File: src/rtl/core/nopb_pkg.sv
package nopb_pkg;

    localparam int QUEUE_DEPTH = 8;

    localparam int CFG_INDEX_W = 3;
    localparam int CFG_DATA_W  = 8;

    // register indexes on the configuration channel
    localparam logic [CFG_INDEX_W-1:0] CFG_FRAC_X         = 3'd0;
    localparam logic [CFG_INDEX_W-1:0] CFG_FRAC_Y         = 3'd1;
    localparam logic [CFG_INDEX_W-1:0] CFG_WEIGHT_A       = 3'd2;
    localparam logic [CFG_INDEX_W-1:0] CFG_WEIGHT_B       = 3'd3;
    localparam logic [CFG_INDEX_W-1:0] CFG_DENSITY_OFFSET = 3'd4;

    localparam logic FUNC_WRITE = 1'b0;
    localparam logic FUNC_PIXEL = 1'b1;

    localparam logic [6:0] WEIGHT_A_RESET = 7'd32;
    localparam logic [6:0] WEIGHT_B_RESET = 7'd20;

    localparam logic [5:0] BAYER [64] = '{
         0, 32,  8, 40,  2, 34, 10, 42,
        48, 16, 56, 24, 50, 18, 58, 26,
        12, 44,  4, 36, 14, 46,  6, 38,
        60, 28, 52, 20, 62, 30, 54, 22,
         3, 35, 11, 43,  1, 33,  9, 41,
        51, 19, 59, 27, 49, 17, 57, 25,
        15, 47,  7, 39, 13, 45,  5, 37,
        63, 31, 55, 23, 61, 29, 53, 21
    };

    // queue entry: a palette write or a palette read at a finished index
    typedef struct packed {
        logic        wr;
        logic [7:0]  addr;
        logic [15:0] data;
    } qitem_t;

    // (bayer - 31) / 4, rounded toward zero
    function automatic logic signed [4:0] dither_term(input logic [2:0] row,
                                                      input logic [2:0] col);
        logic signed [6:0] t;
        logic signed [6:0] adj;
        t   = $signed({1'b0, BAYER[{row, col}]}) - 7'sd31;
        adj = t[6] ? t + 7'sd3 : t;
        return adj[6:2];
    endfunction

endpackage

File: src/rtl/core/nopb_queue.sv
module nopb_queue #(
    parameter int DEPTH = nopb_pkg::QUEUE_DEPTH
) (
    input  logic             clk,
    input  logic             rst_n,
    input  logic             push,
    input  nopb_pkg::qitem_t push_item,
    input  logic             pop,
    output logic             head_valid,
    output nopb_pkg::qitem_t head_item
);
    import nopb_pkg::*;

    localparam int PTR_W = (DEPTH > 1) ? $clog2(DEPTH) : 1;
    localparam int CNT_W = $clog2(DEPTH + 1);

    qitem_t           mem_reg [DEPTH];
    logic [PTR_W-1:0] wr_ptr_reg;
    logic [PTR_W-1:0] rd_ptr_reg;
    logic [CNT_W-1:0] count_reg;

    function automatic logic [PTR_W-1:0] ptr_inc(input logic [PTR_W-1:0] p);
        return (p == PTR_W'(DEPTH - 1)) ? '0 : p + 1'b1;
    endfunction

    assign head_valid = (count_reg != '0);
    assign head_item  = mem_reg[rd_ptr_reg];

    always_ff @(posedge clk)
    begin
        if (push)
            mem_reg[wr_ptr_reg] <= push_item;
    end

    always_ff @(posedge clk or negedge rst_n)
    begin
        if (!rst_n)
        begin
            wr_ptr_reg <= '0;
            rd_ptr_reg <= '0;
            count_reg  <= '0;
        end
        else
        begin
            if (push)
                wr_ptr_reg <= ptr_inc(wr_ptr_reg);
            if (pop)
                rd_ptr_reg <= ptr_inc(rd_ptr_reg);
            if (push && !pop)
                count_reg <= count_reg + 1'b1;
            else if (!push && pop)
                count_reg <= count_reg - 1'b1;
        end
    end

`ifndef ASSERT_OFF
    assert property (@(posedge clk) disable iff (!rst_n)
        push |-> (count_reg < CNT_W'(DEPTH)) || pop)
        else $error("push into full queue");

    assert property (@(posedge clk) disable iff (!rst_n)
        pop |-> count_reg != '0)
        else $error("pop from empty queue");

    assert property (@(posedge clk) disable iff (!rst_n)
        push && !pop |=> count_reg == $past(count_reg) + 1'b1)
        else $error("queue count lost a push");
`endif

endmodule

File: config.mk
export PLATFORM = sky130hd
export DESIGN_NAME = nopb_queue
export DESIGN_NICKNAME = d
export VERILOG_FILES = /design/src/rtl/core/nopb_pkg.sv /design/src/rtl/core/nopb_queue.sv
export SDC_FILE = /design/constraint.sdc
export NUM_CORES = 1
export LEC_CHECK = 0
export BUFFER_PORTS_ARGS = -buffer_cell sky130_fd_sc_hd__buf_2
export CORE_MARGIN = 2
export CORE_UTILIZATION = 35
export DETAILED_ROUTE_END_ITERATION = 6
export HOLD_SLACK_MARGIN = 0.05
export PLACE_DENSITY = 0.49
export SLEW_MARGIN = 20
export SYNTH_ARGS = -nofsm -noshare
export SYNTH_HDL_FRONTEND = slang
export SYNTH_SLANG_ARGS = --single-unit
File: constraint.sdc
create_clock -name clk -period 3.72 [get_ports clk]
set_input_delay 0.186 -clock clk [delete_from_list [all_inputs] [get_ports clk]]
set_output_delay 0.186 -clock clk [all_outputs]
set_load 0.1 [all_outputs]
---- After elaboration in Yosys (flattened, before gate mapping) ----
Memory sizes are Yosys's and may differ from the RTL's.
Cells that the tools add are included.
cells by class
  add/subtract/negate cells ............... 4
  multiply operators ...................... 0
  div/mod/pow operators ................... 0
  order comparisons ....................... 0
  equal/unequal tests ..................... 2
  shift operators ......................... 0
  mux-type cells .......................... 6
  bitwise operators ....................... 0
  reduce and logical (&&, ||, !) cells .... 6
operators by type and width
  cell                   number
  $mux W4                2
  $add A3 B1 Y3 const B  2
  $eq A3 B3 Y1 const B   2
  $mux W3                2
  $add A4 B1 Y4 const B  1
  $reduce_bool A4 Y1     1
  $sub A4 B1 Y4 const B  1
  $logic_and A1 B1 Y1    2
  $logic_not A1 Y1       2
  $mux W1                2
  $reduce_bool A2 Y1     1
word-level totals
  register bits after elaboration ......... 10
  bits in latches ......................... 0
  memory bits (writable) .................. 200
  bits in read-only memories .............. 0
  input bits .............................. 29
  output and inout port bits .............. 26
  word-level logic and storage cells ...... 22
  memories kept ........................... 1
memory list
  name     depth  width  rd ports  clocked after Yosys merged registers in  wr ports  line              source
  mem_reg  8      25     1         0                                        1         nopb_queue.sv:17  qitem_t mem_reg [DEPTH];

---- Logic depth before layout (Yosys ltp) ----
  depth after elaboration ................. 4
  depth in mapped cells ................... 7
  gate-level depth less buffers ........... 7

---- Least setup slack after synthesis ----
No wires, ideal clock.
  path type ............................... register to register
  start ................................... register wr_ptr_reg[2]
  end ..................................... memory mem_reg[0][0] (netlist bit) (enable)
  library setup time ...................... 438 ps
  arrival ................................. 2311 ps
  required time ........................... 3282 ps
  setup slack ............................. 971 ps
  cell stages (with the launch flop) ...... 3
  buffers on the path ..................... 0
  clock period less this slack ............ 2749 ps
  path through ............................ dfrtp_1 nand2b_1 nor3_1
RTL lines
  what                      line              source
  start: declaration        nopb_queue.sv:18  logic [PTR_W-1:0] wr_ptr_reg;
  start signal: assignment  nopb_queue.sv:46  wr_ptr_reg <= ptr_inc(wr_ptr_reg);
  end: declaration          nopb_queue.sv:17
Straight into the memory's write port.

==> qor.log <==
qor: drt.routed_wirelength 15900 um
qor: yosys.synth-edff-count 200
qor: clock_tree.tritoncts done
qor: timing.setup_tns 0 ns
qor: timing.timing.fmax 0.337 GHz
qor: floorplan.die_area 25000 sq um
qor: yosys.post_synth_and_or_nand_nor_area_fraction 1.57%
qor: layout.antenna_cells_inserted 0
qor: critical_path.critical_path_peak_fanout 36
qor: clock_tree.cts_buffer_depth 3
qor: clock_tree.clk_transition_reported_paths 0.06 ns
qor: yosys.synth.net_count 392
qor: run_status.run_status finished clean
qor: critical_path.crit_path_cells buf_12 -> mux4_1 -> mux2_2 -> buf_2
qor: yosys.synthesis.yosys.warnings 0
qor: yosys.synth_compound_gate_area_share 0.617%
qor: yosys.synthTopCellsByArea sky130_fd_sc_hd__edfxtp_1 (72%), sky130_fd_sc_hd__mux4_1 (13%), sky130_fd_sc_hd__mux2_2 (4.1%)
qor: critical_path.critical_path.endpoint head_item[19]
qor: timing.period_share 79.8%
qor: yosys.synth.top_cells.by_count sky130_fd_sc_hd__edfxtp_1 (200), sky130_fd_sc_hd__mux4_1 (42), sky130_fd_sc_hd__mux2_2 (30), sky130_fd_sc_hd__dfrtp_1 (10), sky130_fd_sc_hd__clkbuf_1 (9)
qor: drt.route.antenna.remaining_nets 0
qor: global_routing.global_route.usage.met1 17.4%
qor: global_routing.grt_pass1_vias 4022
qor: timing.tightestPinTransition 1.04 ns
qor: critical_path.endpoint_class_of_the_critical_path output pin
qor: yosys.synthAdderAreaFrac 1.29%
qor: floorplan.core_area 23400 sq um
qor: yosys.synthArstFlopShare 4.76%
qor: global_routing.grt_busiest_layer met2
qor: critical_path.worst_ep_required_time 3.53 ns
qor: floorplan.num_io_pins 55
qor: global_routing.antenna_violations_before_repair 0
qor: floorplan.placement_rows 56
qor: hold_path.min-delay-path-class input port to asynchronous set/reset pin
qor: placed_design.io_buffer_count 54
qor: yosys.synth_largest_area_cell sky130_fd_sc_hd__edfxtp_1
qor: critical_path.critical_path_arrival 2.78 ns
qor: yosys.yosys_most_used_dff sky130_fd_sc_hd__edfxtp_1
qor: global_routing.grt_start_max_net_pins 37
qor: floorplan.die_y 158 um
qor: timing.maxSlewViolCount 0
qor: critical_path.timing_worst_setup_path_type flop to output pin
qor: critical_path.rr_startpoint wr_ptr_reg[2]$_DFFE_PN0P_
qor: clock_tree.cts_htree_levels 1
qor: timing.worst_clock_skew 0.00833 ns
qor: yosys.synthDominantCellAreaShare 72.2%
qor: drt.detailroute.via_count 3782
qor: flow_run.cap_violations 0
qor: yosys.syn_inst 355
qor: clock_tree.cts.sinks 210
qor: critical_path.startpoint_of_the_worst_setup_timing_path rd_ptr_reg[0]$_DFFE_PN0P_
qor: drt.avgViaCountPerCell 4.81
qor: clock_tree.root_buffer sky130_fd_sc_hd__clkbuf_16
qor: critical_path.worstSetupStartpointType flop
qor: yosys.synth-seq-cells 210
qor: yosys.ys_seq_area_share 75.2%
qor: critical_path.reg2reg_slack 1.72 ns
qor: placed_design.place_congestion 0.705
qor: timing.setup_viol 0
qor: timing.period_minus_slack 2.97 ns
qor: layout.nets 488
qor: yosys.netlist-cell-type-count 25
qor: floorplan.initial_core_util 35.5%
qor: layout.drive_gt1_share 29.8%
qor: drt.detail_route.drc_violations 0
qor: critical_path.crit-reg2reg-capture mem_reg[4][6]$_DFFE_PP_
qor: drt.drt-initial-drc-count 178
qor: placed_design.dp.final_hpwl 8690 um
qor: yosys.netlist_area 8310 sq um
qor: critical_path.reg2regPathDepth 3
qor: global_routing.grt_pass1_wl 24000 um
qor: yosys.post-synth-top-count-cell sky130_fd_sc_hd__edfxtp_1
qor: yosys.synth.area.mux_share 19.6%
qor: drt.routedWlPerCell 20.2 um
qor: timing.timing.final.hold_violations 0
qor: critical_path.worst_path_max_delay_cell sky130_fd_sc_hd__dfrtp_2
qor: timing.relSlewSlack 30.7%
qor: layout.synthToLayoutAreaGrowth 20.9%
qor: layout.largest_register_ffs 200
qor: yosys.xor_xnor_fraction_of_synth_area 0.211%
qor: yosys.main_combinational_cell_family_by_area_after_synthesis multiplexers
qor: global_routing.grt.met3_usage 2.38%
qor: clock_tree.cts_inserted_buffers 22
qor: clock_tree.clk_latency 0.50 ns
qor: global_routing.globalRouteTotalUtil 13.1%
qor: global_routing.gr-usage-met2 22.3%
qor: floorplan.die_width 158 um
qor: yosys.synthesis.area_per_instance 23.4 sq um
qor: timing.unrepaired_setup_endpoints_after_global_routing no
qor: drt.iteration_count_of_the_initial_detailed_routing_pass 4
qor: critical_path.cp_slowest_stage_delay 0.70 ns
qor: global_routing.grt_overflow 0
==> per-layer routing <==
metal | routed length, um | part of all wire, % | vias up
li1 | - | - | 1726
met1 | 7170 | 45 | 1964
met2 | 7820 | 49 | 76
met3 | 656 | 4.1 | 16
met4 | 244 | 1.5 | 0
met5 | 0 | 0 | -
==> worst max-delay path: cells and delay by family (launching register included) <==
| kind | cells | cell delay, ns |
|---|---|---|
| multiplexers | 2 | 0.92 |
| flip-flops | 1 | 0.70 |
| buffers and inverters | 2 | 0.63 |
==> cell usage in the layout (no fill, tap or decap), drive strengths merged, types with 3 or more instances in the layout <==
master       instances
nand2                5
edfxtp             200
nor3                 3
dlygate4sd3         28
o21ai                3
clkinv               4
mux4                50
mux2                30
bufinv               3
clkbuf              32
nor2                 8
ha                   7
buf                 60
nand3b               3
inv                  5
dfrtp               10
==> area by class of cell <==
type / instances / area, sq um
multi-input combinational: 125 / 1990
tap: 319 / 399
fill: 2077 / 13300
clock inverter: 8 / 115
inverter: 4 / 15.0
timing repair buffer: 88 / 633
clock buffer: 32 / 639
sequential: 210 / 6260
==> what timing repair did <==
item	CTS	global route
setup buffers	0	0
hold buffers	28	0
endpoints found under the hold margin	216	0
resized for setup	0	0
==> metrics by stage <==
| step | instance area, sq um | instances | setup slack (ns) | hold slack, ns | util [%] |
|---|---|---|---|---|---|
| after floorplan | 8310 | 355 | 0.971 | -0.110 | - |
| after global placement | 9020 | 718 | 1.22 | 0.0793 | 38.5 |
| after detailed placement | 9020 | 718 | 1.22 | 0.0851 | 38.5 |
| after CTS | 10100 | 786 | 0.695 | 0.0932 | 43.0 |
| after global routing | 10100 | 786 | 0.630 | 0.106 | 43.0 |
| final | 10100 | 786 | 0.751 | 0.0919 | 43.0 |
==> worst min-delay path by stage <==
stage / from / slack, ns / to / cells after the start
CTS: rst_n / 0.09 / wr_ptr_reg[2]$_DFFE_PN0P_ / 2
global placement: rst_n / 0.08 / count_reg[2]$_DFFE_PN0P_ / 1
floorplan: rst_n / -0.11 / count_reg[0]$_DFFE_PN0P_ / 0
finish: rst_n / 0.09 / count_reg[2]$_DFFE_PN0P_ / 2
detailed placement: rst_n / 0.09 / wr_ptr_reg[2]$_DFFE_PN0P_ / 1
global route: rst_n / 0.11 / count_reg[2]$_DFFE_PN0P_ / 2
==> kinds of logic after synthesis <==
| group | Yosys count |
|---|---|
| flip-flops | 210 |
| AO/OA/AOI/OAI | 8 |
| AND/OR/NAND/NOR | 26 |
| multiplexers | 81 |
| XOR/XNOR | 2 |
| adder cells (fa/ha/maj) | 8 |
| buffers and inverters | 20 |
Power is not shown: default switching activity piles up to over one toggle a cycle in this logic, so the estimate is an artifact.
