## config.mk

```make
export PLATFORM = sky130hd
export DESIGN_NAME = nopb_back_flat
export DESIGN_NICKNAME = d
export VERILOG_FILES = /design/src/rtl/core/nopb_pkg.sv /design/src/rtl/core/nopb_ifs.sv /design/src/rtl/core/nopb_back.sv /design/src/flat_wrapper.sv
export SDC_FILE = /design/constraint.sdc
export NUM_CORES = 2
export LEC_CHECK = 0
export ABC_CLOCK_PERIOD_IN_PS = 2080
export BUFFER_PORTS_ARGS = -buffer_cell sky130_fd_sc_hd__buf_4
export CAP_MARGIN = 20
export CELL_PAD_IN_SITES_DETAIL_PLACEMENT = 0
export CELL_PAD_IN_SITES_GLOBAL_PLACEMENT = 1
export CORE_ASPECT_RATIO = 1.1
export CORE_MARGIN = 3
export CORE_UTILIZATION = 40
export CTS_CLUSTER_DIAMETER = 50
export CTS_CLUSTER_SIZE = 25
export DETAILED_ROUTE_END_ITERATION = 6
export GPL_ROUTABILITY_DRIVEN = 0
export HOLD_SLACK_MARGIN = 0.08
export PLACE_DENSITY = 0.56
export SYNTH_ARGS = -nofsm -noshare
export SYNTH_HDL_FRONTEND = slang
export SYNTH_SLANG_ARGS = --single-unit
```

## constraint.sdc

```tcl
create_clock -name clk -period 2.08 [get_ports clk]
set_input_delay 0.312 -clock clk [delete_from_list [all_inputs] [get_ports clk]]
set_output_delay 0.312 -clock clk [all_outputs]
set_load 0.005 [all_outputs]
```

## src/rtl/core/nopb_pkg.sv

```systemverilog
package nopb_pkg;

    localparam int QUEUE_DEPTH = 8;

    localparam int CFG_INDEX_W = 3;
    localparam int CFG_DATA_W  = 8;

    // register indexes on the configuration channel
    localparam logic [CFG_INDEX_W-1:0] CFG_FRAC_X         = 3'd0;
    localparam logic [CFG_INDEX_W-1:0] CFG_FRAC_Y         = 3'd1;
    localparam logic [CFG_INDEX_W-1:0] CFG_WEIGHT_A       = 3'd2;
    localparam logic [CFG_INDEX_W-1:0] CFG_WEIGHT_B       = 3'd3;
    localparam logic [CFG_INDEX_W-1:0] CFG_DENSITY_OFFSET = 3'd4;

    localparam logic FUNC_WRITE = 1'b0;
    localparam logic FUNC_PIXEL = 1'b1;

    localparam logic [6:0] WEIGHT_A_RESET = 7'd32;
    localparam logic [6:0] WEIGHT_B_RESET = 7'd20;

    localparam logic [5:0] BAYER [64] = '{
         0, 32,  8, 40,  2, 34, 10, 42,
        48, 16, 56, 24, 50, 18, 58, 26,
        12, 44,  4, 36, 14, 46,  6, 38,
        60, 28, 52, 20, 62, 30, 54, 22,
         3, 35, 11, 43,  1, 33,  9, 41,
        51, 19, 59, 27, 49, 17, 57, 25,
        15, 47,  7, 39, 13, 45,  5, 37,
        63, 31, 55, 23, 61, 29, 53, 21
    };

    // queue entry: a palette write or a palette read at a finished index
    typedef struct packed {
        logic        wr;
        logic [7:0]  addr;
        logic [15:0] data;
    } qitem_t;

    // (bayer - 31) / 4, rounded toward zero
    function automatic logic signed [4:0] dither_term(input logic [2:0] row,
                                                      input logic [2:0] col);
        logic signed [6:0] t;
        logic signed [6:0] adj;
        t   = $signed({1'b0, BAYER[{row, col}]}) - 7'sd31;
        adj = t[6] ? t + 7'sd3 : t;
        return adj[6:2];
    endfunction

endpackage

```

## src/rtl/core/nopb_ifs.sv

```systemverilog


interface nopb_out_if;
    logic        valid;
    logic        ready;
    logic [15:0] pixel_color;

    modport source (output valid, pixel_color, input ready);
    modport sink (input valid, pixel_color, output ready);
endinterface


```

## src/rtl/core/nopb_back.sv

```systemverilog
module nopb_back (
    input  logic             clk,
    input  logic             rst_n,
    input  logic             head_valid,
    input  nopb_pkg::qitem_t head_item,
    output logic             pop,
    nopb_out_if.source       result
);
    import nopb_pkg::*;

    logic [15:0] pal_mem [256];
    logic [15:0] pal_q_reg;
    logic        rd_valid_reg;
    logic        rd_valid_next;
    logic        out_valid_reg;
    logic [15:0] out_data_reg;
    logic        rd_adv;

    // read stage moves to the output register when that is free or drains
    assign rd_adv = rd_valid_reg && (!out_valid_reg || result.ready);

    // writes never occupy the read stage
    assign pop = head_valid && (head_item.wr || !rd_valid_reg || rd_adv);

    assign rd_valid_next = (pop && !head_item.wr) || (rd_valid_reg && !rd_adv);

    always_ff @(posedge clk)
    begin
        if (pop && head_item.wr)
            pal_mem[head_item.addr] <= head_item.data;
        if (pop && !head_item.wr)
            pal_q_reg <= pal_mem[head_item.addr];
    end

    always_ff @(posedge clk or negedge rst_n)
    begin
        if (!rst_n)
        begin
            rd_valid_reg  <= 1'b0;
            out_valid_reg <= 1'b0;
        end
        else
        begin
            rd_valid_reg <= rd_valid_next;
            if (rd_adv)
                out_valid_reg <= 1'b1;
            else if (result.ready)
                out_valid_reg <= 1'b0;
        end
    end

    always_ff @(posedge clk)
    begin
        if (rd_adv)
            out_data_reg <= pal_q_reg;
    end

    assign result.valid       = out_valid_reg;
    assign result.pixel_color = out_data_reg;

`ifndef ASSERT_OFF
    assert property (@(posedge clk) disable iff (!rst_n)
        rd_valid_reg && !rd_adv |=> rd_valid_reg && $stable(pal_q_reg))
        else $error("stalled palette read lost");

    assert property (@(posedge clk) disable iff (!rst_n)
        pop |-> head_valid)
        else $error("pop without queue entry");

    assert property (@(posedge clk) disable iff (!rst_n)
        rd_adv |=> out_valid_reg)
        else $error("read stage advanced without output");
`endif

endmodule

```

## src/flat_wrapper.sv

```systemverilog
// flat-port wrapper written by rule: the top's interface ports become plain ports
module nopb_back_flat import nopb_pkg::*;
  (clk, rst_n, head_valid, head_item, pop, result_valid, result_pixel_color, result_ready);
  nopb_out_if result_i ();
  input  logic clk;
  input  logic rst_n;
  input  logic head_valid;
  input  nopb_pkg::qitem_t head_item;
  output logic pop;
  output wire logic [$bits(result_i.valid)-1:0] result_valid;
  output wire logic [$bits(result_i.pixel_color)-1:0] result_pixel_color;
  input wire logic [$bits(result_i.ready)-1:0] result_ready;
  assign result_valid = result_i.valid;
  assign result_pixel_color = result_i.pixel_color;
  assign result_i.ready = result_ready;
  nopb_back u_core (.clk(clk), .rst_n(rst_n), .head_valid(head_valid), .head_item(head_item), .pop(pop), .result(result_i));
endmodule
```

======== Yosys cells after proc, flatten, opt, wreduce, memory -nomap -nowiden ========
Memories as Yosys holds them, arrays and structs flattened. A register that Yosys moved wholly into a read port is not among the register bits.
Cells that the tools add are included.
storage, ports and cells
  input bits .............................. 29
  latch bits .............................. 0
  memories kept ........................... 1
  bits in writable memories ............... 4096
  bits in read-only memories .............. 0
  output and inout port bits .............. 18
  register bits ........................... 18
  word-level logic and storage cells ...... 22
memories
  name            depth  bits a word  read ports  clocked after Yosys merged registers in  wr ports  RTL line         source
  u_core.pal_mem  256    16           1           1                                        1         nopb_back.sv:11  logic [15:0] pal_mem [256];
operators by class
  bitwise gates (word level) .............. 0
  order comparisons ....................... 0
  div/mod/pow operators ................... 0
  multiply operators ...................... 0
  reductions and logical operators ........ 14
  shift operators ......................... 0
  add/subtract/negate cells ............... 0
  eq/ne operators ......................... 0
  muxes and demuxes ....................... 4
operator list
  kind                number
  1-bit logical AND   5
  1-bit zero test     4
  1-bit logical OR    4
  1-bit two-way mux   4
  2-bit nonzero test  1

======== Logic depth before layout (Yosys ltp) ========
  depth in word-level cells ............... 8
  gate-level depth with buffers ........... 9
  depth with buffers taken out ............ 5

======== Worst setup path before layout ========
OpenSTA, ideal clock, no wires.
  path type ............................... input-to-reg
  start ................................... input head_item[17] (netlist name)
  end ..................................... memory u_core.pal_mem[114][0], enable pin
  stages .................................. 9
  path buffers ............................ 5
  required time ........................... 1692 ps
  setup slack ............................. -817 ps
  data arrival time ....................... 2509 ps
  library setup time ...................... 388 ps
  cell sequence ........................... buf_2 buf_2 buf_4 buf_2 inv_1 nor3_1 nand2_1 buf_2 nor2_1
RTL lines
  element      RTL line           source
  from (decl)  flat_wrapper.sv:8  input nopb_pkg::qitem_t head_item;
  to (decl)    nopb_back.sv:11
No word-level cell before the write port.

==> impl_metrics.py <==
metrics = {
    "run_status": {
        "status": "finished, violations left",
        "failed_checks": "negative setup slack",
    },
    "detailed_routing": {
        "route.final.wire_length_um": 451000,
        "drtAntennaViolNets": 0,
        "drt_first_pass_iters": 5,
        "dr.first_iter.drc_count": 8567,
        "viasPerCell": 5.70,
        "drcViolationCount": 0,
        "wire_per_inst_um": 33.3,
        "vias_post_dr": 77200,
    },
    "global_routing": {
        "grt_first_pass_wirelength_um": 634000,
        "grt-ovfl-total": 0,
        "number_of_antenna_violations_at_the_first_check_in_global_routing": 20,
        "grt_max_degree": 89,
        "globalRouteTotalUtil_pct": 22.6,
        "first_global_vias": 79600,
    },
    "timing": {
        "max_slew_violation_total_from_the_final_report": 0,
        "worst_slew_margin_rel_pct": 28.9,
        "fin_crit_ps": 2710,
        "period_share_pct": 130,
        "fmax_mhz": 369,
        "worstMarginPinSlew_ps": 1060,
        "postLayoutSetupSlackWorst_ps": -629,
        "setup-violations-final": 18,
        "worst_clk_skew_ps": 43.8,
        "rsz_0062_raised_after_global_routing": "true",
        "setup_total_negative_slack_ps": -5240,
        "finalHoldViolations": 0,
    },
    "worst_setup_path": {
        "crit_path_top_delay_cell": "o41ai_4",
        "buffers_and_inverters_on_the_worst_path": 1,
        "end_kind": "register",
        "critPathMaxStageDelay_ps": 1000,
        "critPathArrivalTime_ps": 3360,
        "critical_path_class": "reg2reg",
        "worstPathCellList": "mux4_2 > a22oi_2 > buf_4 > a21oi_4 > o41ai_4 > nand4_1",
        "cp_top_family": "compound AO/OA/AOI/OAI gates",
        "worst_setup_path_start_kind": "register",
        "crit_fanout": 1,
        "worst_ep_required_time_ps": 2730,
    },
    "floorplanning": {
        "die_width_um": 601,
        "die_outline_area_um2": 397000,
        "initial_core_util_pct": 40.3,
        "ioPinCount": 47,
        "core-area_um2": 387000,
        "core.rowCount": 239,
        "chipHeight_um": 661,
    },
    "cells_and_area": {
        "final_layout_size_suffix_gt1_share_pct": 42.9,
        "syn2layout_area_growth_pct": 24.9,
        "finalNetCount": 8048,
        "largest_register_ffs": 4096,
        "total_non_filler_cell_area_in_the_finished_layout_um2": 195000,
        "final_core_utilization_pct": 50.4,
    },
    "logic_synthesis": {
        "synth.area.top_cells": "edfxtp_1 (80%), mux4_2 (15%), a22oi_1 (2.5%)",
        "fraction_of_post_synthesis_cell_area_in_the_top_cell_type_by_area_pct": 79.5,
        "synth.top_cells.by_count": "edfxtp_1 (4,128), mux4_2 (1,024), a22oi_1 (512)",
        "yosys_top_cell_by_area": "edfxtp_1",
        "syn_inst": 6733,
        "synthesis.area_per_instance_um2": 23.2,
        "post_synth_num_cell_types": 23,
        "count_of_flip_flops_with_a_built_in_enable_after_synthesis": 4128,
        "ys_warn_count": 0,
        "synth_flop_cell": "edfxtp_1",
        "synth.most_common_cell": "edfxtp_1",
        "asyncSetResetFlopFracSynth_pct": 0.0484,
        "synth_area_um2": 156000,
        "synth.yosys.seq_area_share_pct": 79.5,
        "synth.net_count": 6762,
        "ys_ff_latch": 4130,
    },
    "clock_tree": {
        "cts_inserted_buffers": 388,
        "clk_latency_ps": 970,
        "clk_root_buffer_cell": "clkbuf_16",
        "ctsHtreeMaxLevel": 5,
        "cts_tree": "yes",
        "clkSlewWorstSetupHoldPaths_ps": 70,
        "clockBufferDepth": 4,
        "cts_sinks": 4130,
    },
    "power": {
        "total_leakage_power_nw": 61.0,
        "final_power_w": 0.177,
        "peakVddDrop_uv": 649,
        "power-per-cell-area_nw_per_um2": 909,
    },
    "hold_path": {
        "min_path_type": "in2async",
    },
    "run": {
        "count_of_maximum_capacitance_violations": 0,
    },
    "placement": {
        "pre_cts_slack_ps": -1800,
        "placed_cell_area_um2": 179000,
        "place.port_buffers": 46,
        "dp_hpwl_um": 288000,
    },
}
==> layout by cell type, fill, tap and decap left out, types with 22 or more instances in the layout <==
master | synthesis | final
bufinv_16 | 0 | 25
buf_12 | 0 | 495
a21oi_4 | 0 | 28
a22oi_1 | 512 | 366
edfxtp_1 | 4128 | 4128
o41ai_4 | 0 | 37
clkbuf_16 | 0 | 393
clkinv_1 | 0 | 28
inv_8 | 0 | 53
clkinv_4 | 0 | 32
o41ai_2 | 0 | 22
a22oi_2 | 0 | 146
clkinv_2 | 0 | 28
mux4_2 | 1024 | 1024
inv_6 | 0 | 61
buf_6 | 8 | 34
a21oi_2 | 0 | 61
buf_4 | 25 | 737
a21oi_1 | 256 | 167
nor2_4 | 0 | 201
clkinv_8 | 0 | 50
nor2_2 | 0 | 60
==> cells by family (layout without fill, tap and decap cells) <==
family	after synthesis	count (layout)	share of synthesized area (%)
simple gates	330	330	0.848
compound gates	834	834	3.65
buf+inv	415	2040	1.17
other cells	0	4	0
mux	1024	1024	14.8
flops	4130	4130	79.5
==> worst min-delay path: stages <==
cell and delay [ps]:
dlygate4sd3_1 530, buf_4 100, dlygate4sd3_1 580
==> per-stage QoR <==
stage,hold slack (ps),std cells
2_1_floorplan,16.4,6733
3_3_place_gp,94.9,12800
3_5_place_dp,96.1,12800
4_1_cts,118,13500
5_1_grt,177,13500
6_report,230,13500
==> power breakdown <==
group | internal [W] | total [W] | switching (W)
Clock | 0.0398 | 0.0750 | 0.0352
Sequential | 0.0916 | 0.0917 | 0.0000975
Combinational | 0.00417 | 0.0102 | 0.00603
Total | 0.136 | 0.177 | 0.0413
==> final cells by class <==
type                       instances  area (um^2)
fill                           30400       192000
sequential                      4130       124000
multi-input combinational       2188        34100
timing repair buffer            1308        16400
clock buffer                     410         9900
tap                             5181         6480
clock inverter                   319         3800
inverter                           3         11.3
antenna                            4         10.0
==> routing by layer <==
metal  vias to the layer above  track usage [%]  part of all wire [%]
met5                         -                0                     0
met4                         0             3.98                   2.0
met3                       455             3.37                   5.9
met2                      2411             37.7                    50
met1                     42500             32.0                    42
li1                      31800                -                     -
==> path summary, 6_finish.rpt <==
| path | startpoint | to | slack, ps | cells past startpoint |
|---|---|---|---|---|
| min | rst_n | u_core.rd_valid_reg | 230 | 3 |
| max reg2reg | u_core.pal_mem[255][15] | u_core.pal_q_reg[15] | -630 | 6 |
| min reg2reg | u_core.pal_q_reg[9] | u_core.result.pixel_color[9] | 480 | 0 |
| max in group asynchronous | rst_n | u_core.result.valid | 1720 | 3 |
| max | u_core.pal_mem[255][15] | u_core.pal_q_reg[15] | -630 | 6 |
| min in group clk | head_valid | u_core.pal_q_reg[12] | 250 | 6 |
==> timing repair <==
item | 4_1_cts | 5_1_grt
pin swaps | 116 | 59
hold buffers | 21 | 0
setup buffers | 10 | 4
endpoints found under the setup margin | 23 | 23
gates resized for setup | 283 | 79
endpoints found under the hold margin | 2917 | 0
gates cloned | 2 | 0
No activity file was read; power rests on OpenSTA's default activity.
