**config.mk**
```make
export PLATFORM = sky130hd
export DESIGN_NAME = nopb_front_flat
export DESIGN_NICKNAME = d
export VERILOG_FILES = /design/src/rtl/core/nopb_pkg.sv /design/src/rtl/core/nopb_ifs.sv /design/src/rtl/core/nopb_front.sv /design/src/flat_wrapper.sv
export SDC_FILE = /design/constraint.sdc
export NUM_CORES = 1
export LEC_CHECK = 0
export BUFFER_PORTS_ARGS = -buffer_cell sky130_fd_sc_hd__buf_2
export CAP_MARGIN = 20
export CORE_ASPECT_RATIO = 1.75
export CORE_MARGIN = 5
export CORE_UTILIZATION = 55
export CTS_BUF_LIST = sky130_fd_sc_hd__clkbuf_8
export CTS_CLUSTER_SIZE = 16
export DETAILED_ROUTE_END_ITERATION = 10
export HOLD_SLACK_MARGIN = 0.06
export PLACE_DENSITY_LB_ADDON = 0.3
export SLEW_MARGIN = 20
export SYNTH_ARGS = -nofsm -noshare
export SYNTH_HDL_FRONTEND = slang
export SYNTH_SLANG_ARGS = --single-unit
```
**constraint.sdc**
```tcl
create_clock -name clk -period 6.1 [get_ports clk]
set_input_delay 0.61 -clock clk [delete_from_list [all_inputs] [get_ports clk]]
set_output_delay 0.61 -clock clk [all_outputs]
set_load 0.1 [all_outputs]
```
**src/rtl/core/nopb_pkg.sv**
```systemverilog
package nopb_pkg;

    localparam int QUEUE_DEPTH = 8;

    localparam int CFG_INDEX_W = 3;
    localparam int CFG_DATA_W  = 8;

    // register indexes on the configuration channel
    localparam logic [CFG_INDEX_W-1:0] CFG_FRAC_X         = 3'd0;
    localparam logic [CFG_INDEX_W-1:0] CFG_FRAC_Y         = 3'd1;
    localparam logic [CFG_INDEX_W-1:0] CFG_WEIGHT_A       = 3'd2;
    localparam logic [CFG_INDEX_W-1:0] CFG_WEIGHT_B       = 3'd3;
    localparam logic [CFG_INDEX_W-1:0] CFG_DENSITY_OFFSET = 3'd4;

    localparam logic FUNC_WRITE = 1'b0;
    localparam logic FUNC_PIXEL = 1'b1;

    localparam logic [6:0] WEIGHT_A_RESET = 7'd32;
    localparam logic [6:0] WEIGHT_B_RESET = 7'd20;

    localparam logic [5:0] BAYER [64] = '{
         0, 32,  8, 40,  2, 34, 10, 42,
        48, 16, 56, 24, 50, 18, 58, 26,
        12, 44,  4, 36, 14, 46,  6, 38,
        60, 28, 52, 20, 62, 30, 54, 22,
         3, 35, 11, 43,  1, 33,  9, 41,
        51, 19, 59, 27, 49, 17, 57, 25,
        15, 47,  7, 39, 13, 45,  5, 37,
        63, 31, 55, 23, 61, 29, 53, 21
    };

    // queue entry: a palette write or a palette read at a finished index
    typedef struct packed {
        logic        wr;
        logic [7:0]  addr;
        logic [15:0] data;
    } qitem_t;

    // (bayer - 31) / 4, rounded toward zero
    function automatic logic signed [4:0] dither_term(input logic [2:0] row,
                                                      input logic [2:0] col);
        logic signed [6:0] t;
        logic signed [6:0] adj;
        t   = $signed({1'b0, BAYER[{row, col}]}) - 7'sd31;
        adj = t[6] ? t + 7'sd3 : t;
        return adj[6:2];
    endfunction

endpackage

```
**src/rtl/core/nopb_ifs.sv**
```systemverilog
interface nopb_pix_if;
    logic        valid;
    logic        ready;
    logic        func;
    logic [7:0]  tex_a00;
    logic [7:0]  tex_a01;
    logic [7:0]  tex_a10;
    logic [7:0]  tex_a11;
    logic [7:0]  tex_b;
    logic [7:0]  tex_c;
    logic [2:0]  dither_col;
    logic [2:0]  dither_row;
    logic [7:0]  pal_index;
    logic [15:0] pal_color;

    modport source (
        output valid, func, tex_a00, tex_a01, tex_a10, tex_a11, tex_b, tex_c,
               dither_col, dither_row, pal_index, pal_color,
        input  ready
    );
    modport sink (
        input  valid, func, tex_a00, tex_a01, tex_a10, tex_a11, tex_b, tex_c,
               dither_col, dither_row, pal_index, pal_color,
        output ready
    );
endinterface


interface nopb_cfg_if;
    logic       valid;
    logic       ready;
    logic [2:0] index;
    logic [7:0] data;

    modport source (output valid, index, data, input ready);
    modport sink (input valid, index, data, output ready);
endinterface

```
**src/rtl/core/nopb_front.sv**
```systemverilog
module nopb_front #(
    parameter int QDEPTH = nopb_pkg::QUEUE_DEPTH
) (
    input  logic            clk,
    input  logic            rst_n,
    nopb_pix_if.sink        pixel,
    nopb_cfg_if.sink        cfg,
    input  logic            pop,
    output logic            push,
    output nopb_pkg::qitem_t push_item
);
    import nopb_pkg::*;

    localparam int CNT_W = $clog2(QDEPTH + 1);

    function automatic logic [7:0] lerp_q8(input logic [7:0] p,
                                           input logic [7:0] q,
                                           input logic [7:0] f);
        logic signed [8:0]  diff;
        logic signed [17:0] prod;
        logic signed [9:0]  sum;
        diff = $signed({1'b0, q}) - $signed({1'b0, p});
        prod = diff * $signed({1'b0, f});
        sum  = $signed({2'b00, p}) + $signed(prod[17:8]);
        return sum[7:0];
    endfunction

    logic [7:0]        frac_x_reg;
    logic [7:0]        frac_y_reg;
    logic [6:0]        weight_a_reg;
    logic [6:0]        weight_b_reg;
    logic signed [6:0] density_offset_reg;

    logic [CNT_W-1:0]  credit_reg;
    logic [CNT_W-1:0]  credit_next;
    logic              accept;

    logic              s1_valid_reg;
    logic              s2_valid_reg;
    logic              s3_valid_reg;

    logic              s1_func_reg;
    logic [7:0]        s1_va_reg;
    logic [7:0]        s1_vb_reg;
    logic [7:0]        s1_b_reg;
    logic [7:0]        s1_c_reg;
    logic signed [4:0] s1_d_reg;
    logic [7:0]        s1_idx_reg;
    logic [15:0]       s1_color_reg;

    logic              s2_func_reg;
    logic [7:0]        s2_a_reg;
    logic [7:0]        s2_b_reg;
    logic [7:0]        s2_c_reg;
    logic signed [4:0] s2_d_reg;
    logic [7:0]        s2_idx_reg;
    logic [15:0]       s2_color_reg;

    logic              s3_func_reg;
    logic signed [17:0] s3_mix_reg;
    logic [7:0]        s3_c_reg;
    logic signed [4:0] s3_d_reg;
    logic [7:0]        s3_idx_reg;
    logic [15:0]       s3_color_reg;

    logic signed [8:0]  diff_a;
    logic signed [8:0]  diff_b;
    logic signed [16:0] prod_a;
    logic signed [16:0] prod_b;
    logic signed [17:0] mix_next;
    logic signed [13:0] v_sum;
    logic [7:0]         v_clamped;

    // configuration registers
    assign cfg.ready = 1'b1;

    always_ff @(posedge clk or negedge rst_n)
    begin
        if (!rst_n)
        begin
            frac_x_reg         <= '0;
            frac_y_reg         <= '0;
            weight_a_reg       <= WEIGHT_A_RESET;
            weight_b_reg       <= WEIGHT_B_RESET;
            density_offset_reg <= '0;
        end
        else if (cfg.valid)
        begin
            unique case (cfg.index)
                CFG_FRAC_X:         frac_x_reg         <= cfg.data;
                CFG_FRAC_Y:         frac_y_reg         <= cfg.data;
                CFG_WEIGHT_A:       weight_a_reg       <= cfg.data[6:0];
                CFG_WEIGHT_B:       weight_b_reg       <= cfg.data[6:0];
                CFG_DENSITY_OFFSET: density_offset_reg <= $signed(cfg.data[6:0]);
                default:            ;
            endcase
        end
    end

    // credits cover every item from its transfer until the back end pops it
    assign pixel.ready = (credit_reg < CNT_W'(QDEPTH));
    assign accept      = pixel.valid && pixel.ready;

    always_comb
    begin
        credit_next = credit_reg;
        if (accept && !pop)
            credit_next = credit_reg + 1'b1;
        else if (!accept && pop)
            credit_next = credit_reg - 1'b1;
    end

    always_ff @(posedge clk or negedge rst_n)
    begin
        if (!rst_n)
        begin
            credit_reg   <= '0;
            s1_valid_reg <= 1'b0;
            s2_valid_reg <= 1'b0;
            s3_valid_reg <= 1'b0;
        end
        else
        begin
            credit_reg   <= credit_next;
            s1_valid_reg <= accept;
            s2_valid_reg <= s1_valid_reg;
            s3_valid_reg <= s2_valid_reg;
        end
    end

    // mix of the three octaves
    assign diff_a   = $signed({1'b0, s2_a_reg}) - $signed({1'b0, s2_c_reg});
    assign diff_b   = $signed({1'b0, s2_b_reg}) - $signed({1'b0, s2_c_reg});
    assign prod_a   = diff_a * $signed({1'b0, weight_a_reg});
    assign prod_b   = diff_b * $signed({1'b0, weight_b_reg});
    assign mix_next = 18'(prod_a) + 18'(prod_b);

    always_ff @(posedge clk)
    begin
        // stage 1: interpolate along x
        s1_func_reg  <= pixel.func;
        s1_va_reg    <= lerp_q8(pixel.tex_a00, pixel.tex_a01, frac_x_reg);
        s1_vb_reg    <= lerp_q8(pixel.tex_a10, pixel.tex_a11, frac_x_reg);
        s1_b_reg     <= pixel.tex_b;
        s1_c_reg     <= pixel.tex_c;
        s1_d_reg     <= dither_term(pixel.dither_row, pixel.dither_col);
        s1_idx_reg   <= pixel.pal_index;
        s1_color_reg <= pixel.pal_color;

        // stage 2: interpolate along y
        s2_func_reg  <= s1_func_reg;
        s2_a_reg     <= lerp_q8(s1_va_reg, s1_vb_reg, frac_y_reg);
        s2_b_reg     <= s1_b_reg;
        s2_c_reg     <= s1_c_reg;
        s2_d_reg     <= s1_d_reg;
        s2_idx_reg   <= s1_idx_reg;
        s2_color_reg <= s1_color_reg;

        // stage 3: weighted mix
        s3_func_reg  <= s2_func_reg;
        s3_mix_reg   <= mix_next;
        s3_c_reg     <= s2_c_reg;
        s3_d_reg     <= s2_d_reg;
        s3_idx_reg   <= s2_idx_reg;
        s3_color_reg <= s2_color_reg;
    end

    // floor shift by 6, add dither and offset, clamp to the palette range
    assign v_sum = $signed({6'b0, s3_c_reg}) + 14'($signed(s3_mix_reg[17:6]))
                 + 14'(s3_d_reg) + 14'(density_offset_reg);

    always_comb
    begin
        priority if (v_sum[13])
            v_clamped = 8'd0;
        else if (|v_sum[12:8])
            v_clamped = 8'd255;
        else
            v_clamped = v_sum[7:0];
    end

    assign push           = s3_valid_reg;
    assign push_item.wr   = (s3_func_reg == FUNC_WRITE);
    assign push_item.addr = (s3_func_reg == FUNC_WRITE) ? s3_idx_reg : v_clamped;
    assign push_item.data = s3_color_reg;

`ifndef ASSERT_OFF
    assert property (@(posedge clk) disable iff (!rst_n)
        credit_reg <= CNT_W'(QDEPTH))
        else $error("credit count above queue depth");

    assert property (@(posedge clk) disable iff (!rst_n)
        credit_reg >= CNT_W'({1'b0, s1_valid_reg} + {1'b0, s2_valid_reg}
                             + {1'b0, s3_valid_reg}))
        else $error("credit count below items in flight");

    assert property (@(posedge clk) disable iff (!rst_n)
        pop && !accept |=> credit_reg == $past(credit_reg) - 1'b1)
        else $error("credit not returned on pop");
`endif

endmodule

```
**src/flat_wrapper.sv**
```systemverilog
// flat-port wrapper written by rule: the top's interface ports become plain ports
module nopb_front_flat import nopb_pkg::*;
#(
    parameter int QDEPTH = nopb_pkg::QUEUE_DEPTH
)
  (clk, rst_n, pop, push, push_item, pixel_valid, pixel_func, pixel_tex_a00, pixel_tex_a01, pixel_tex_a10, pixel_tex_a11, pixel_tex_b, pixel_tex_c, pixel_dither_col, pixel_dither_row, pixel_pal_index, pixel_pal_color, pixel_ready, cfg_valid, cfg_index, cfg_data, cfg_ready);
  nopb_pix_if pixel_i ();
  nopb_cfg_if cfg_i ();
  input  logic clk;
  input  logic rst_n;
  input  logic pop;
  output logic push;
  output nopb_pkg::qitem_t push_item;
  input wire logic [$bits(pixel_i.valid)-1:0] pixel_valid;
  input wire logic [$bits(pixel_i.func)-1:0] pixel_func;
  input wire logic [$bits(pixel_i.tex_a00)-1:0] pixel_tex_a00;
  input wire logic [$bits(pixel_i.tex_a01)-1:0] pixel_tex_a01;
  input wire logic [$bits(pixel_i.tex_a10)-1:0] pixel_tex_a10;
  input wire logic [$bits(pixel_i.tex_a11)-1:0] pixel_tex_a11;
  input wire logic [$bits(pixel_i.tex_b)-1:0] pixel_tex_b;
  input wire logic [$bits(pixel_i.tex_c)-1:0] pixel_tex_c;
  input wire logic [$bits(pixel_i.dither_col)-1:0] pixel_dither_col;
  input wire logic [$bits(pixel_i.dither_row)-1:0] pixel_dither_row;
  input wire logic [$bits(pixel_i.pal_index)-1:0] pixel_pal_index;
  input wire logic [$bits(pixel_i.pal_color)-1:0] pixel_pal_color;
  output wire logic [$bits(pixel_i.ready)-1:0] pixel_ready;
  input wire logic [$bits(cfg_i.valid)-1:0] cfg_valid;
  input wire logic [$bits(cfg_i.index)-1:0] cfg_index;
  input wire logic [$bits(cfg_i.data)-1:0] cfg_data;
  output wire logic [$bits(cfg_i.ready)-1:0] cfg_ready;
  assign pixel_i.valid = pixel_valid;
  assign pixel_i.func = pixel_func;
  assign pixel_i.tex_a00 = pixel_tex_a00;
  assign pixel_i.tex_a01 = pixel_tex_a01;
  assign pixel_i.tex_a10 = pixel_tex_a10;
  assign pixel_i.tex_a11 = pixel_tex_a11;
  assign pixel_i.tex_b = pixel_tex_b;
  assign pixel_i.tex_c = pixel_tex_c;
  assign pixel_i.dither_col = pixel_dither_col;
  assign pixel_i.dither_row = pixel_dither_row;
  assign pixel_i.pal_index = pixel_pal_index;
  assign pixel_i.pal_color = pixel_pal_color;
  assign pixel_ready = pixel_i.ready;
  assign cfg_i.valid = cfg_valid;
  assign cfg_i.index = cfg_index;
  assign cfg_i.data = cfg_data;
  assign cfg_ready = cfg_i.ready;
  nopb_front #(.QDEPTH(QDEPTH)) u_core (.clk(clk), .rst_n(rst_n), .pixel(pixel_i), .cfg(cfg_i), .pop(pop), .push(push), .push_item(push_item));
endmodule
```
# ---- Word level (Yosys, flattened, before mapping)
# Memory sizes are Yosys's and may differ from the RTL's.
# Index checks and enable logic that the tools add are counted.
dict set report totals {
  romBits 384
  register_bits 216
  mem_count 1
  in_bits 95
}
dict set report classes {
  bitwise 2
  magnitude_cmp 2
  n_addsub 16
  mul 5
  muxes 8
  n_reduce_logical 13
  n_eq_ne 4
}
# name depth width rd rd_clocked_by_memory_dff wr line
set mem_list {}
lappend mem_list {{(no name shown)} 64 6 1 0 0 nopb_pkg.sv:44} ;# t = $signed({1'b0, BAYER[{row, col}]}) - 7'sd31;
# operator n
set ops {}
lappend ops {{multiplier 9 x 9 -> 16 bit} 3}
lappend ops {{subtractor 8 x 8 -> 9 bit} 5}
lappend ops {{multiplier 9 x 8 -> 17 bit} 2}
lappend ops {{adder 8 bit} 3}
lappend ops {{2-to-1 mux 8 bit} 3}
lappend ops {{adder 17 x 17 -> 18 bit} 1}
lappend ops {{2-to-1 mux 6 bit} 3}
lappend ops {{adder 13 x 5 -> 14 bit} 1}
lappend ops {{adder 14 x 7 -> 14 bit} 1}
lappend ops {{adder 9 x 12 -> 13 bit} 1}
lappend ops {{AND reduction 2 bit} 5}
lappend ops {{2-to-1 mux 4 bit} 2}
lappend ops {{adder 7 x 3 -> 7 bit (second input constant)} 1}
lappend ops {{>= comparator 7 bit (second input constant)} 1}
lappend ops {{inverter 6 -> 7 bit} 1}
lappend ops {{subtractor 6 x 5 -> 7 bit (second input constant)} 1}
lappend ops {{equality test 3 x 2 -> 1 bit (second input constant)} 2}
lappend ops {{OR reduction 5 bit} 1}
lappend ops {{adder 4 x 1 -> 4 bit (second input constant)} 1}
lappend ops {{less-than comparator 4 bit (second input constant)} 1}
lappend ops {{subtractor 4 x 1 -> 4 bit (second input constant)} 1}
lappend ops {{equality test 3 x 1 -> 1 bit (second input constant)} 1}
lappend ops {{equality test 3 bit (second input constant)} 1}
lappend ops {{logical AND 1 bit} 3}
lappend ops {{4 further kinds} 5}

# ---- Longest topological paths before layout
dict set report logic_depth {
  ltp_word 7
  ltp_mapped 31
  depth_no_buf 31
}

# ---- Worst setup path before layout
# OpenSTA, ideal clock, no wires.
dict set report synth_path {
  path_kind {input-to-reg}
  from {in pixel_tex_a00[1]}
  to {reg u_core.s1_va_reg[7]}
  setup_slack_ns -0.950
  arrival_time_ns 6.930
  path_buffers 0
  cell_stages 31
  setup_ns 0.120
  path_cell_list {inv_1 ha_1 nor2b_1 o21ai_0 a21boi_0 o21ai_0 a211oi_1 xor2_1 nand2_1 fa_1 inv_1 fa_1 inv_1 fa_1 inv_1 fa_1 ha_1 a21o_1 a21oi_1 o221ai_1 and2_1 o21a_1 o31a_1 ha_1 nand3_1 o2111ai_1 o21ai_0 and3_1 nor2_1 xor2_1 xnor2_1}
}
dict set report synth_between {
  elab_chain_cells 3
}
# item line
set synth_lines {}
lappend synth_lines {{from (decl)} flat_wrapper.sv:16} ;# input wire logic [$bits(pixel_i.tex_a00)-1:0] pixel_tex_a00;
lappend synth_lines {{subtractor 8 x 8 -> 9 bit} nopb_front.sv:22} ;# diff = $signed({1'b0, q}) - $signed({1'b0, p});
lappend synth_lines {{multiplier 9 x 9 -> 16 bit} nopb_front.sv:23} ;# prod = diff * $signed({1'b0, f});
lappend synth_lines {{adder 8 bit *} nopb_front.sv:24} ;# sum = $signed({2'b00, p}) + $signed(prod[17:8]);
lappend synth_lines {{to (signal assigned)} nopb_front.sv:142} ;# s1_va_reg <= lerp_q8(pixel.tex_a00, pixel.tex_a01, frac_x_reg);
lappend synth_lines {{to (decl)} nopb_front.sv:43} ;# logic [7:0] s1_va_reg;
# Every way passes the cells marked *; elsewhere a longest branch is shown, timed or not.
# A chain may end at the register's enable or synchronous reset.

# ---- Worst setup path after layout
dict set report layout_path {
  from {reg u_core.s2_c_reg[0]}
  to {reg u_core.s3_mix_reg[17]}
}
dict set report layout_between {
  elab_chain_cells 3
  word_cells_on_any_way 5
}
# item line
set layout_lines {}
lappend layout_lines {{from (decl)} nopb_front.sv:54} ;# logic [7:0] s2_c_reg;
lappend layout_lines {{from (signal assigned)} nopb_front.sv:154} ;# s2_c_reg <= s1_c_reg;
lappend layout_lines {{subtractor 8 x 8 -> 9 bit (on tied branches)} {nopb_front.sv:132, nopb_front.sv:133}}
lappend layout_lines {{multiplier 9 x 8 -> 17 bit (on tied branches)} {nopb_front.sv:134, nopb_front.sv:135}}
lappend layout_lines {{adder 17 x 17 -> 18 bit *} nopb_front.sv:136} ;# assign mix_next = 18'(prod_a) + 18'(prod_b);
lappend layout_lines {{named net u_core.mix_next[17]} nopb_front.sv:70} ;# logic signed [17:0] mix_next;
lappend layout_lines {{to (signal assigned)} nopb_front.sv:161} ;# s3_mix_reg <= mix_next;
lappend layout_lines {{to (decl)} nopb_front.sv:60} ;# logic signed [17:0] s3_mix_reg;
# The timed path passes the listed nets; every way through them passes the cells marked *.

==> results summary <==
The run finished, with violations left. The checks that failed: negative setup slack. The post-detailed-route count of antenna-violating nets came out at 0. The tightest slew margin relative to the limit came out at 0.4577. The summed area of non-filler cells in the final layout came out at 27110 µm². The total area inside the core boundary comes to 38160 µm².

The total count of max-transition violations in the final report is 0. After the last flow step, the layout net total stands at 3246. From synthesis to final layout, the design area changed by 28.60%. The transition time at the pin with the least slew margin is 809.9 ps. After synthesis the cells add up to 21080 µm². The floorplan step defined a die boundary enclosing 42490 µm². Of the post-synthesis cell area, the dominant cell type holds 0.3077. Ranked by total cell area, the synthesized netlist is headed by fa_1 31%, dfxtp_1 16%, ha_1 13%. The detailed-placement wirelength estimate is 45.72 mm.

The worst setup slack after placement came out at -1052 ps. The capturing element type of the critical path is a flip-flop. The shortest clock period the worst path allows after layout is 6775 ps. The effective utilization at floorplan came out at 0.5524. fa_1 takes more of the synthesized area than any other cell. The launch point of the worst path is u_core.s2_c_reg[0].

At the later pin of the worst-skew pair, clock insertion delay measures 630 ps. The vias per cell came out at 5.239. After synthesis, the largest family of logic cells by area is adder cells. The critical path crosses 25 cells after its start point.

The slowest stage of the critical path is the or4_4 cell. The most frequent cell on the critical path is fa_1. The final RePlAce weighted congestion is 0.9617. Across the routed clock network, the largest skew measured is 31.94 ps. The warning count from the yosys run is 0. In this run the clock root is driven by a clkbuf_8.

In this run the critical register-to-register path is captured at u_core.s3_mix_reg[17]. Of the total synthesized cell area, the portion taken by AND, OR, NAND and NOR gates is 0.1276. Measured along the x axis, the die boundary spans 158.0 µm. The average cell area after synthesis came out at 9.840 µm². The wire length reported by the detailed router came out at 56.11 mm.

Clock tree synthesis found a total of 210 sinks. In this run, CTS created clock tree buffers numbering 31. The initial antenna violation count was 1. The startpoint identified for the worst register-to-register timing path is u_core.s2_c_reg[0].

In the global route stage, overall resource usage came out at 0.2670. For the worst setup path, the data arrival time is 7320 ps. The hold violation total from the final report is 0. The fraction of final layout cells sized beyond drive strength 1 is 0.2991. The port buffer count came out at 121. The post-synthesis compound-gate area fraction is 0.05841. The remaining design rule violation count is 0. The deepest clock path buffer count came out at 3. TritonCTS built the clock tree.

Following the worst setup path forward leads to its endpoint at u_core.s3_mix_reg[17]. The global-route wire length before repair came out at 88.65 mm. The largest stage delay on the critical path is 580 ps.

The top fanout value on the critical path is 4. The maximum frequency from static timing analysis is 0.1476 GHz. The number of global-route vias before repair is 18530. The final worst setup slack is -674.8 ps. The number of unique standard cell types used by synthesis came out at 72.

The post-synthesis mux area share came out at 0.02125. Setup repair after global routing could not meet its margin everywhere. Grouping stages by cell kind, the critical path spends the most delay in adder cells. During I/O placement, the number of pins put on the boundary was 123. The post-synthesis share of cell area spent on full adders, half adders and majority gates came out at 0.4389.

The number of flops mapped to enable cells by yosys came out at 0. The reg2reg setup slack is -670 ps. The share of synthesized area occupied by flip-flops and latches came out at 0.2101. The number of placement rows came out at 95. After clock tree synthesis, the clock-pin slew on the worst setup and hold paths is 70 ps. The class of the tightest hold or removal check is input pin to flip-flop. Counting cells, the worst reg-to-reg path comes to 25.

The required time reported for the critical path endpoint is 6640 ps. Dividing the final minimum period by the clock period gives 1.111. The max capacitance violation total is 0. From bottom edge to top edge, the die measures 269.0 µm. The number of detailed-routing iterations run before antenna repair came out at 8. For this run, the share of the core covered by cells in the final layout is 0.7104. For this run, the leading register cell type out of synthesis is dfxtp_1. In the synthesized netlist, the number of instances is 2142. Entering global routing, the biggest net connects 45 pins. The initial detailed-routing violation count came out at 612. Of all flip-flops after synthesis, the portion carrying an async set or reset was 0.2095. The combined buffer and inverter count along the critical path is 5. The worst setup path is launched from a flip-flop. The number of nets handed over by synthesis was 2782. The setup path with the least slack is of type flip-flop to flip-flop.

The overall overflow remaining after global route came out at 0. The setup violation total in the final timing report came out at 14. Once placement finished, the instance area stood at 24790 µm².

The number of synthesized register bits came out at 210. The number of levels the H-tree was split into came out at 1. The routed wire length per instance is 18.00 µm.

The xor and xnor fraction of the mapped netlist area is 0.04903. The number of vias in the routed layout came out at 16340.
[cell families after synthesis]
logic type / Yosys count
muxes: 40
AOI/OAI and AO/OA: 180
buffers and inverters: 524
and+or+nand+nor: 524
adders and majority gates: 545
xor gates and xnor gates: 118
other: 1
DFF: 210
[timing repair]
item	CTS	global route
setup buffers	31	13
pin swaps	106	103
hold buffers	19	1
gates resized for setup	116	103
endpoints found under the setup margin	16	22
hold endpoints to repair	19	40
[metrics by stage]
stage,cells,setup TNS [ps],hold slack (ps)
finish,3118,-5762,101.4
global route,3117,-8964,68.28
CTS,3108,-4213,66.33
detailed placement,3005,-12310,312.1
global placement,3005,-8857,309.6
floorplan,2142,-1256,308.9
[cells in the final DEF (no fill, tap or decap), types with 7 or more instances in the layout]
cell and instances:
a21o_1 15, a21oi_1 26, a21oi_2 17, a21oi_4 9
and2_1 109, and2_4 8, buf_2 115, buf_4 316
buf_6 17, clkbuf_8 38, dfrtp_1 41, dfxtp_1 158
dlygate4sd3_1 20, fa_1 314, fa_2 10, ha_1 185
ha_4 32, inv_1 464, inv_2 19, mux2_2 38
nand2_1 175, nand2_2 10, nand2b_1 23, nand3_1 7
nor2_1 42, nor2_2 13, nor2b_1 61, nor2b_4 9
nor3_1 15, o21a_1 11, o21ai_0 21, o21ai_2 18
xnor2_1 71, xnor2_2 15, xor2_1 19, xor2_2 8
[worst register-to-register path, delay by kind of cell (launching register included)]
family,cells,cell delay [ps]
flops,1,370
simple gates,4,940
compound gates,5,920
buf+inv,5,350
fa+ha+maj,9,3810
xor+xnor,2,290
[routing by layer]
layer,wire [µm],vias to the layer above,global-route usage
li1,-,7463,-
met1,16710,8094,0.2412
met2,32140,502,0.5416
met3,2314,276,0.02762
met4,4943,0,0.1707
met5,0,-,0
[worst min-delay path by stage]
stage / start / depth (start not counted) / endpoint / slack (ps)
after CTS: pixel_pal_color[13] / 1 / u_core.s1_color_reg[13] / 70
after global routing: pixel_pal_color[13] / 1 / u_core.s1_color_reg[13] / 70
after floorplan: rst_n / 0 / u_core.credit_reg[0] / 310
after detailed placement: u_core.s1_c_reg[7] / 0 / u_core.s2_c_reg[7] / 310
final: pixel_pal_color[13] / 1 / u_core.s1_color_reg[13] / 100
after global placement: u_core.s1_color_reg[3] / 0 / u_core.s2_color_reg[3] / 310
[cell usage after synthesis (5+ instances only)]
cell	count
a21boi_0	7
o21ai_0	43
or3_1	6
dfrtp_1	41
mux2_2	38
ha_1	221
o21a_1	11
and2_1	117
nand3_1	10
nor3_1	18
xnor2_1	90
a21oi_1	51
xor2_1	28
a211oi_1	6
a21o_1	15
nand2_1	185
nor2_1	58
a32oi_1	6
inv_1	484
nand2b_1	23
clkbuf_1	33
dfxtp_1	166
and2b_1	5
nor2b_1	75
o21bai_1	6
fa_1	324
[layout make-up]
cell class,instances,area [µm²]
multi-input cells,1408,16040
well taps,485,606.8
diodes,2,5.005
inverters,484,1839
repair buffers,471,3395
clock buffers,38,523.0
flip-flops and latches,210,4443
fillers,2706,11050
clock inverters,20,254.0
Power is left out: the tool's default activity adds up to more than one toggle a clock period on the data nets, which glitch-free logic cannot reach.
